**config.mk**
```make
export PLATFORM = sky130hd
export DESIGN_NAME = spq_cell
export DESIGN_NICKNAME = d
export VERILOG_FILES = /design/src/rtl/spq_pkg.sv /design/src/rtl/spq_cell.sv
export SDC_FILE = /design/constraint.sdc
export NUM_CORES = 1
export LEC_CHECK = 0
export BUFFER_PORTS_ARGS = -buffer_cell sky130_fd_sc_hd__buf_4
export CORE_AREA = 3 3 156 158
export CTS_CLUSTER_DIAMETER = 200
export DETAILED_ROUTE_END_ITERATION = 16
export DIE_AREA = 0 0 159 161
export PLACE_DENSITY_LB_ADDON = 0.3
export SYNTH_ARGS = -nofsm -noshare
export SYNTH_HDL_FRONTEND = slang
export SYNTH_SLANG_ARGS = --single-unit
```
**constraint.sdc**
```tcl
create_clock -name clk -period 20.2 [get_ports clk]
set_input_delay 6.06 -clock clk [delete_from_list [all_inputs] [get_ports clk]]
set_output_delay 6.06 -clock clk [all_outputs]
set_load 0.05 [all_outputs]
```
**src/rtl/spq_pkg.sv**
```systemverilog
// Shared types and codes for the stable priority queue.
package spq_pkg;

  // Operation selectors
  localparam logic [1:0] FUNC_INSERT = 2'd0;
  localparam logic [1:0] FUNC_REMOVE = 2'd1;
  localparam logic [1:0] FUNC_QUERY  = 2'd2;

  // Result status codes
  localparam logic [1:0] STAT_OK    = 2'd0;
  localparam logic [1:0] STAT_EMPTY = 2'd1;
  localparam logic [1:0] STAT_FULL  = 2'd2;
  localparam logic [1:0] STAT_NULL  = 2'd3;

  // Width of the reported count
  localparam int unsigned COUNT_W = 7;

  typedef struct packed {
    logic [1:0]         func;
    logic [31:0]        item_handle;
    logic [15:0]        item_kind;
    logic signed [31:0] item_priority;
  } in_t;

  typedef struct packed {
    logic [1:0]         status;
    logic [31:0]        out_handle;
    logic [15:0]        out_kind;
    logic signed [31:0] out_priority;
    logic               found;
    logic [COUNT_W-1:0] count;
  } out_t;

  // One stored entry
  typedef struct packed {
    logic [31:0]        handle;
    logic [15:0]        kind;
    logic signed [31:0] prio;
  } entry_t;

  // Control broadcast to every cell of the row
  typedef struct packed {
    logic capture;    // register compare flags against the incoming transaction
    logic do_insert;  // open a slot at the insert point and shift the tail up
    logic do_remove;  // shift every entry one place towards the head
  } cell_ctl_t;

  typedef enum logic {
    S_IDLE,
    S_EXEC
  } state_t;

endpackage

```
**src/rtl/spq_cell.sv**
```systemverilog
// One cell of the sorted chain: holds a single entry and its compare flags.
module spq_cell (
  input  logic              clk,
  input  spq_pkg::cell_ctl_t ctl,
  input  logic              occ,
  input  spq_pkg::entry_t   cmp_entry,
  input  spq_pkg::entry_t   ins_entry,
  input  spq_pkg::entry_t   prev_entry,
  input  spq_pkg::entry_t   next_entry,
  input  logic              prev_ins,
  output spq_pkg::entry_t   entry,
  output logic              ins,
  output logic              match
);

  spq_pkg::entry_t entry_r, entry_nxt;
  logic            ins_r, ins_nxt;
  logic            match_r, match_nxt;

  // Compare flags: this cell lies at or past the insert point, or holds the handle
  always_comb begin
    ins_nxt   = ins_r;
    match_nxt = match_r;
    if (ctl.capture) begin
      ins_nxt   = !occ || ($signed(entry_r.prio) > $signed(cmp_entry.prio));
      match_nxt = occ && (entry_r.handle == cmp_entry.handle);
    end
  end

  // Entry movement: first cell past the insert point takes the new entry,
  // later ones take their lower neighbour; remove pulls from the upper neighbour
  always_comb begin
    entry_nxt = entry_r;
    if (ctl.do_insert) begin
      if (prev_ins) begin
        entry_nxt = prev_entry;
      end else if (ins_r) begin
        entry_nxt = ins_entry;
      end
    end else if (ctl.do_remove) begin
      entry_nxt = next_entry;
    end
  end

  always_ff @(posedge clk) begin
    entry_r <= entry_nxt;
    ins_r   <= ins_nxt;
    match_r <= match_nxt;
  end

  assign entry = entry_r;
  assign ins   = ins_r;
  assign match = match_r;

endmodule

```
==> impl_metrics.env, run 1 <==
export IMPL_run_status="complete, no violations"
export IMPL_final_common_cell="buf_4"
export IMPL_wl_met3_mm=1.645
export IMPL_route_antenna_remaining_nets=0
export IMPL_origin_of_the_worst_min_delay_path="entry[58]"
export IMPL_dp_hpwl_mm=16.47
export IMPL_worst_setup_path_end_kind="flop"
export IMPL_placed_cell_area_um2=8554
export IMPL_number_of_cell_rows=56
export IMPL_seq_area_frac_synth_pct=46.55
export IMPL_hold_buffers=0
export IMPL_most_common_layout_cells="buf_4 (395), a21oi_1 (91), nor2_1 (83)"
export IMPL_p_per_area_nw_per_um2=68.01
export IMPL_yosys_warnings=0
export IMPL_cts_buffers_inserted=9
export IMPL_worst_path_most_repeated_cell="buf_4"
export IMPL_critical_path_max_stage_delay_ns=0.76
export IMPL_grt_start_max_net_pins=77
export IMPL_yosysUniqueCellTypes=35
export IMPL_place_inst=1201
export IMPL_htreeDepth=3
export IMPL_die_y_um=161
export IMPL_n_antenna_cell=0
export IMPL_max_slew_margin_rel_pct=41.10
export IMPL_gpl_final_weighted_congestion=0.7773
export IMPL_proportion_of_register_bits_with_asynchronous_set_or_reset_after_synthesis_pct=0
export IMPL_grt_first_pass_wirelength_mm=30.67
export IMPL_final_cell_count_no_fill=1217
export IMPL_hold_end="match"
export IMPL_timing_fmax_ghz=0.1193
export IMPL_cts_root_buffer_cell="clkbuf_16"
export IMPL_number_of_antenna_violations_at_the_first_check_in_global_routing=1
export IMPL_core_um2=23260
export IMPL_initial_utilization_pct=22.74
export IMPL_floorplan_die_area_um2=25600
export IMPL_synth_edff_count=82
export IMPL_routed_via_count=5164
export IMPL_detail_route_drc_violations=0
export IMPL_report_power_total_uw=603.8
export IMPL_postLayoutSetupSlackWorst_ns=11.82
export IMPL_top_level_ports=408
export IMPL_dominantRegCellSynth="edfxtp_1"
export IMPL_layout_drive_gt1_share_pct=46.44
export IMPL_path_clk_slew_ns=0.07
export IMPL_synthCells=514
export IMPL_synth_cell_area_um2=5290
export IMPL_cap_violations=0
export IMPL_global_route_usage_total_pct=15.45
export IMPL_regToRegStartpoint="ins"
export IMPL_yosys_area_top_type="edfxtp_1"
export IMPL_synthesis_area_per_instance_um2=10.29
export IMPL_layout_worst_path_cycle_share_pct=41.50
export IMPL_cts_sinks=82
export IMPL_highest_signal_layer="met5"
export IMPL_clock_latency_ns=0.35
export IMPL_timing_hold_worst_path_depth=2
export IMPL_worst_slew_pin_slew_ns=0.8836
export IMPL_hp_class="reg -> reg"
export IMPL_die_wd_um=159
export IMPL_post_route_cell_area_um2=8879
export IMPL_pre_cts_slack_ns=11.39
export IMPL_setup_tns_final_ns=0
export IMPL_holdWs_ns=0.8379
export IMPL_reg2reg_slack_ns=17.87
export IMPL_detailroute_wirelength_met2_mm=10.59
export IMPL_cellLeakagePower_nw=4.259
export IMPL_final_period_minus_worst_setup_slack_ns=8.383
export IMPL_required_time_reported_for_the_critical_path_endpoint_ns=20.16
export IMPL_skew_ns=0.008032
export IMPL_drt_met1_wl_mm=7.769
export IMPL_detail_route_wl_per_cell_um=16.72
export IMPL_first_pass_iters=4
export IMPL_grt_ovfl_total=0
export IMPL_crit_path_cell_trace="buf_4, nor2_1, a21oi_4, buf_4"
export IMPL_timing_critical_path_fanout_max=60
export IMPL_wl_mm=20.35
export IMPL_design_final_nets=1251
export IMPL_cp_slowest_cell="buf_4"
export IMPL_r2r_path_end="entry[16]"
export IMPL_reg2regPathDepth=3
export IMPL_startpoint_type="input pin"
export IMPL_clk_path_buf_depth=2
export IMPL_report_final_slew_viol_count=0
export IMPL_register_bit_total_from_synthesis=82
export IMPL_post_synth_top_area_fraction_pct=46.55
export IMPL_max_vdd_ir_drop_mv=0.03009
export IMPL_rsz0062_at_grt="false"
export IMPL_timing_final_hold_violations=0
export IMPL_critPathKind="in -> reg"
export IMPL_layout_area_overhead_vs_synth_pct=67.83
export IMPL_synthTopCellsByArea="edfxtp_1 (47%), mux2i_1 (15%), a21oi_1 (8.7%)"
export IMPL_setup_viol=0
export IMPL_tritoncts_clock_tree="built"
export IMPL_detail_route_iter0_violations=134
export IMPL_synth_net_count=872
export IMPL_via_count_of_the_first_global_routing_pass=5487
export IMPL_cts_repair_resized=0
export IMPL_arrival_ns=8.35
export IMPL_cts_repair_timing_setup_buffer_count=0
export IMPL_buffer_ports_inserted=391
export IMPL_viasPerCell=4.243
export IMPL_final_core_utilization_pct=38.17
-- worst max-delay path by stage --
| stage | from | end | slack (ns) | cells past startpoint |
|---|---|---|---|---|
| floorplan | prev_ins | entry[0] | 9.10 | 4 |
| global placement | prev_ins | entry[42] | 11.44 | 4 |
| detailed placement | prev_ins | entry[42] | 11.39 | 4 |
| CTS | prev_ins | entry[16] | 11.77 | 4 |
| global route | prev_ins | entry[16] | 11.61 | 4 |
| finish | prev_ins | entry[16] | 11.82 | 4 |
-- critical path, delay by kind of cell --
| family | cells | cell delay [ns] |
|---|---|---|
| and+or+nand+nor | 1 | 0.18 |
| buffers and inverters | 2 | 1.31 |
| AOI/OAI and AO/OA | 1 | 0.67 |
-- synth_stat cells, drive strengths merged, types with 2 or more instances --
cell and number:
clkbuf 16, o21ai 2, buf 11, nor4 8
and4 3, edfxtp 82, a21oi 92, a21o 3
nand3 4, nor3 3, xnor2 12, nand2 6
ha 32, nor2 83, mux2i 80, inv 37
xor2 18, nand4 9
-- state kept, by name (all words and copies together) (netlist names) --
signal,count
entry,80
ins,1
match,1
-- cell type report --
type | count | area, um2
Fill cell | 2418 | 14380
Multi-Input combinational cell | 368 | 2589
Tap cell | 319 | 399.1
Timing Repair Buffer | 395 | 2965
Inverter | 37 | 138.9
Clock inverter | 7 | 98.84
Clock buffer | 9 | 225.2
Sequential cell | 82 | 2462
-- where the power goes --
group	internal (mW)	switching (mW)
combinational	0.0851	0.113
clock	0.110	0.0769
sequential	0.209	0.0102
-- metal layers --
layer	global-route usage, %	vias to the layer above
li1	-	2619
met1	17.14	2301
met4	4.457	2
met2	28.14	223
met5	0	-
met3	5.258	19
-- kinds of logic (layout without fill, tap and decap cells) --
| kind of cell | Yosys count | after routing | share of synthesized area [%] |
|---|---|---|---|
| compound gates | 106 | 106 | 10.67 |
| mux | 80 | 80 | 15.14 |
| flops | 82 | 82 | 46.55 |
| buf+inv | 64 | 448 | 4.730 |
| simple gates | 120 | 120 | 10.38 |
| fa+ha+maj | 32 | 32 | 7.569 |
| xor+xnor | 30 | 30 | 4.967 |
No activity file was read; power rests on OpenSTA's default activity.
==> run 2: changes to the inputs <==
==> constraint.sdc (replaced) <==
create_clock -name clk -period 6.9 [get_ports clk]
set_input_delay 2.07 -clock clk [delete_from_list [all_inputs] [get_ports clk]]
set_output_delay 2.07 -clock clk [all_outputs]
set_load 0.05 [all_outputs]
==> impl_metrics.env, run 2 (same netlist as run 1, synthesis figures left out) <==
export IMPL_run_status="complete, no violations"
export IMPL_hold_buffers=0
export IMPL_via_count_of_the_first_global_routing_pass=5404
export IMPL_startpoint_type="input pin"
export IMPL_final_seq_area_um2=2462
export IMPL_p_per_area_nw_per_um2=196.1
export IMPL_max_vdd_ir_drop_mv=0.1152
export IMPL_global_route_usage_total_pct=15.10
export IMPL_floorplan_die_area_um2=25600
export IMPL_first_pass_iters=4
export IMPL_worst_path_most_repeated_cell="buf_4"
export IMPL_tritoncts_clock_tree="built"
export IMPL_skew_ns=0.009928
export IMPL_detail_route_wl_per_cell_um=16.54
export IMPL_fillerInstances=2414
export IMPL_top_level_ports=408
export IMPL_report_final_slew_viol_count=0
export IMPL_clock_latency_ns=0.34
export IMPL_clk_path_buf_depth=2
export IMPL_grt_start_max_net_pins=113
export IMPL_detail_route_drc_violations=0
export IMPL_arrival_ns=3.89
export IMPL_place_inst=1201
export IMPL_cpLargestDelayFamily="buffers and inverters"
export IMPL_most_common_layout_cells="buf_4 (394), a21oi_1 (91), nor2_1 (83)"
export IMPL_timing_fmax_ghz=0.2616
export IMPL_die_wd_um=159
export IMPL_buffer_ports_inserted=391
export IMPL_layout_worst_path_cycle_share_pct=55.41
export IMPL_power_combinational_fraction_pct=33.3
export IMPL_initial_utilization_pct=22.74
export IMPL_routed_via_count=5188
export IMPL_dp_hpwl_mm=16.52
export IMPL_worst_slew_pin_slew_ns=0.9318
export IMPL_wl_mm=20.11
export IMPL_number_of_cell_rows=56
export IMPL_detail_route_iter0_violations=132
export IMPL_intPower_mw=1.176
export IMPL_number_of_antenna_violations_at_the_first_check_in_global_routing=0
export IMPL_cts_sinks=82
export IMPL_layout_area_overhead_vs_synth_pct=67.79
export IMPL_cellLeakagePower_nw=4.253
export IMPL_path_clk_slew_ns=0.06
export IMPL_largest_register_ff_count=80
export IMPL_die_y_um=161
export IMPL_clock_power_share_pct=29.9
export IMPL_route_antenna_remaining_nets=0
export IMPL_multi_input_area_um2=2589
export IMPL_crit_path_cell_trace="buf_4, buf_4, mux2i_1, a21oi_1"
export IMPL_cts_buffers_inserted=9
export IMPL_cts_repair_resized=0
export IMPL_n_antenna_cell=0
export IMPL_final_cell_count_no_fill=1216
export IMPL_timing_critical_path_fanout_max=48
export IMPL_cap_violations=0
export IMPL_design_final_nets=1251
export IMPL_setup_tns_final_ns=0
export IMPL_timing_final_hold_violations=0
export IMPL_grt_first_pass_wirelength_mm=30.23
export IMPL_worst_setup_path_end_kind="flop"
export IMPL_required_time_reported_for_the_critical_path_endpoint_ns=6.97
export IMPL_layout_drive_gt1_share_pct=46.15
export IMPL_rsz0062_at_grt="false"
export IMPL_gpl_final_weighted_congestion=0.7740
export IMPL_cts_root_buffer_cell="clkbuf_16"
export IMPL_seq_power_share_pct=36.8
export IMPL_cts_repair_timing_setup_buffer_count=0
export IMPL_net_sw_share_pct=32.41
export IMPL_final_common_cell="buf_4"
export IMPL_max_slew_margin_rel_pct=37.88
export IMPL_timing_critical_path_buf_inv=2
export IMPL_critical_path_max_stage_delay_ns=0.64
export IMPL_setup_viol=0
export IMPL_htreeDepth=3
export IMPL_net_switching_power_uw=564.1
export IMPL_core_um2=23260
export IMPL_cp_slowest_cell="buf_4"
export IMPL_viasPerCell=4.266
export IMPL_hp_class="reg -> reg"
export IMPL_grt_ovfl_total=0
export IMPL_final_period_minus_worst_setup_slack_ns=3.823
export IMPL_critPathKind="in -> reg"
-- run 2: changes by cell type in the layout (fill, tap and decap cells not counted), sizes merged --
cell / change
clkbuf: +1
clkinv: +1
inv: -3
-- run 2: tightest hold or removal path, delay by kind of cell (launching register included) --
kind,cells,cell delay [ns]
flip-flops,1,0.37
AND/OR/NAND/NOR,1,0.17
XOR/XNOR,1,0.07
-- run 2: worst paths after layout --
kind | from | to | slack, ns | cells past startpoint
worst max-delay path | prev_ins | entry[72] | 3.08 | 4
worst min register to register | entry[58] | match | 0.78 | 2
worst max register to register | entry[31] | ins | 4.70 | 7
worst min-delay path | entry[58] | match | 0.78 | 2
-- run 2: area by class of cell --
type | count | area share, %
clock buffer | 10 | 2.580
clock inverter | 5 | 0.9022
inverter | 37 | 1.565
multi-input combinational | 368 | 29.17
sequential | 82 | 27.74
tap | 319 | 4.497
timing repair buffer | 395 | 33.55
-- run 2: per-layer routing --
layer | part of all wire (%) | up-vias | GRT usage, %
met5 | 0 | - | 0
met2 | 53 | 207 | 28.32
met4 | 0.70 | 0 | 2.666
li1 | - | 2619 | -
met1 | 38 | 2355 | 16.52
met3 | 8.1 | 7 | 5.540
-- run 2: through the flow --
| step | hold WS, ns | setup WS, ns | power, mW | util [%] | area [um2] |
|---|---|---|---|---|---|
| 2_1_floorplan | 1.031 | 1.444 | 0.9710 | - | 5294 |
| 3_3_place_gp | 0.7555 | 2.756 | 1.235 | 36.83 | 8567 |
| 3_5_place_dp | 0.7776 | 2.751 | 1.241 | 36.83 | 8567 |
| 4_1_cts | 0.7870 | 3.123 | 1.778 | 38.16 | 8876 |
| 5_1_grt | 0.8166 | 2.981 | 1.832 | 38.16 | 8876 |
| 6_report | 0.7839 | 3.077 | 1.740 | 38.16 | 8876 |
-- run 2: power groups by stage --
stage | Clock (mW) | Combinational, mW | Sequential (mW)
after floorplan | 0 | 0.158 | 0.813
after global placement | 0 | 0.584 | 0.651
after detailed placement | 0 | 0.589 | 0.652
after CTS | 0.547 | 0.590 | 0.642
after global routing | 0.559 | 0.626 | 0.647
final | 0.520 | 0.580 | 0.640
==> run 3: changes to the inputs <==
==> constraint.sdc (replaced) <==
create_clock -name clk -period 3.5 [get_ports clk]
set_input_delay 1.05 -clock clk [delete_from_list [all_inputs] [get_ports clk]]
set_output_delay 1.05 -clock clk [all_outputs]
set_load 0.05 [all_outputs]
==> impl_metrics.env, run 3 (same netlist as run 1, synthesis figures left out) <==
export IMPL_number_of_antenna_violations_at_the_first_check_in_global_routing=1
export IMPL_max_vdd_ir_drop_mv=0.1720
export IMPL_gpl_final_weighted_congestion=0.7939
export IMPL_detail_route_drc_violations=0
export IMPL_cts_repair_timing_setup_buffer_count=0
export IMPL_route_antenna_remaining_nets=0
export IMPL_worst_path_most_repeated_cell="nor4_2"
export IMPL_gr_max_usage_layer="met2"
export IMPL_cts_sinks=82
export IMPL_worst_slew_pin_slew_ns=0.9643
export IMPL_critical_path_max_stage_delay_ns=0.36
export IMPL_htreeDepth=3
export IMPL_clock_latency_ns=0.34
export IMPL_critPathKind="in -> reg"
export IMPL_net_switching_power_mw=1.114
export IMPL_holdWs_ns=0.7618
export IMPL_grt_start_max_net_pins=99
export IMPL_number_of_cell_rows=56
export IMPL_setup_tns_final_ns=0
export IMPL_run_status="complete, no violations"
export IMPL_viasPerCell=4.258
export IMPL_layout_drive_gt1_share_pct=46.27
export IMPL_first_pass_iters=4
export IMPL_clk_path_buf_depth=2
export IMPL_core_um2=23260
export IMPL_crit_path_cell_trace="buf_4, inv_1, ha_1, nand4_2, nor4_2, nand4_1, nor4_2, a31o_1, nor2_1"
export IMPL_tritoncts_clock_tree="built"
export IMPL_timing_fmax_ghz=0.3740
export IMPL_startpoint_type="input pin"
export IMPL_net_sw_share_pct=32.43
export IMPL_worst_setup_path_end_kind="flop"
export IMPL_largest_register_ff_count=80
export IMPL_cp_slowest_cell="nor4_2"
export IMPL_grt_first_pass_wirelength_mm=30.29
export IMPL_wl_mm=20.13
export IMPL_n_antenna_cell=0
export IMPL_detail_route_wl_per_cell_um=16.52
export IMPL_grt_util_met3_pct=5.489
export IMPL_initial_utilization_pct=22.74
export IMPL_die_y_um=161
export IMPL_cellLeakagePower_nw=4.262
export IMPL_max_slew_margin_rel_pct=35.72
export IMPL_seq_power_share_pct=36.8
export IMPL_final_period_minus_worst_setup_slack_ns=2.674
export IMPL_die_wd_um=159
export IMPL_cpLargestDelayFamily="simple AND/OR/NAND/NOR gates"
export IMPL_layout_area_overhead_vs_synth_pct=68.07
export IMPL_routed_via_count=5186
export IMPL_cts_buffers_inserted=9
export IMPL_grtUsageMet2_pct=27.56
export IMPL_buffer_ports_inserted=391
export IMPL_setup_viol=0
export IMPL_global_route_usage_total_pct=15.24
export IMPL_final_common_cell="buf_4"
export IMPL_skew_ns=0.006749
export IMPL_top_level_ports=408
export IMPL_timing_critical_path_fanout_max=3
export IMPL_design_final_nets=1253
export IMPL_rsz0062_at_grt="false"
export IMPL_via_count_of_the_first_global_routing_pass=5481
export IMPL_timing_final_hold_violations=0
export IMPL_report_final_slew_viol_count=0
export IMPL_arrival_ns=2.75
export IMPL_grt_ovfl_total=0
export IMPL_dp_hpwl_mm=16.70
export IMPL_global_route_usage_met1_pct=16.67
export IMPL_hold_buffers=0
export IMPL_clock_power_share_pct=29.9
export IMPL_cap_violations=0
export IMPL_p_per_area_nw_per_um2=386.2
export IMPL_cts_root_buffer_cell="clkbuf_16"
export IMPL_most_common_layout_cells="buf_4 (396), a21oi_1 (91), nor2_1 (83)"
export IMPL_hp_class="reg -> reg"
export IMPL_report_power_total_mw=3.434
export IMPL_timing_critical_path_buf_inv=2
export IMPL_power_combinational_fraction_pct=33.3
export IMPL_layout_worst_path_cycle_share_pct=76.39
export IMPL_floorplan_die_area_um2=25600
export IMPL_cts_repair_resized=0
export IMPL_detail_route_iter0_violations=168
export IMPL_intPower_mw=2.320
export IMPL_path_clk_slew_ns=0.06
export IMPL_required_time_reported_for_the_critical_path_endpoint_ns=3.58
run 3: changes by cell type in the layout (fill, tap and decap cells not counted):
cell / before / now
buf_4: 394 / 396
run 3: power by group through the flow:
stage | clock network (mW) | registers, mW | logic (mW)
finish | 1.03 | 1.26 | 1.14
CTS | 1.08 | 1.27 | 1.16
global placement | 0 | 1.29 | 1.15
global route | 1.10 | 1.28 | 1.23
detailed placement | 0 | 1.29 | 1.16
floorplan | 0 | 1.60 | 0.312
run 3: layout make-up:
type                       instances  area (um2)
clock buffer                      10       229.0
clock inverter                     5       80.08
fill                            2410       14370
inverter                          37       138.9
multi-input combinational        368        2589
sequential                        82        2462
tap                              319       399.1
timing repair buffer             397        2993
run 3: metrics by stage:
step | utilization [%] | instances | setup WS [ns] | instance area [um2]
after floorplan | - | 514 | 0.03536 | 5301
after global placement | 36.89 | 1203 | 0.5380 | 8582
after detailed placement | 36.89 | 1203 | 0.4607 | 8582
after CTS | 38.22 | 1218 | 0.8220 | 8891
after global routing | 38.22 | 1218 | 0.6847 | 8891
final | 38.22 | 1218 | 0.8263 | 8891
run 3: routing by layer:
metal	wire length (um)	vias up
li1	-	2620
met1	7615	2316
met2	10370	228
met3	1747	20
met4	372	2
met5	19	-
run 3: final timing paths:
kind / startpoint / slack, ns / cells after the start / to
max: cmp_entry[31] / 0.83 / 9 / ins
min: entry[58] / 0.76 / 2 / match
max reg2reg: entry[31] / 1.22 / 7 / ins
min reg2reg: entry[58] / 0.76 / 2 / match
run 3: worst reg2reg max path, stage by stage, from the launching register on:
cell and delay (ns):
edfxtp_1 0.40, ha_1 0.35, nand4_2 0.16, nor4_2 0.36
nand4_1 0.26, nor4_2 0.31, a31o_1 0.13, nor2_1 0.05
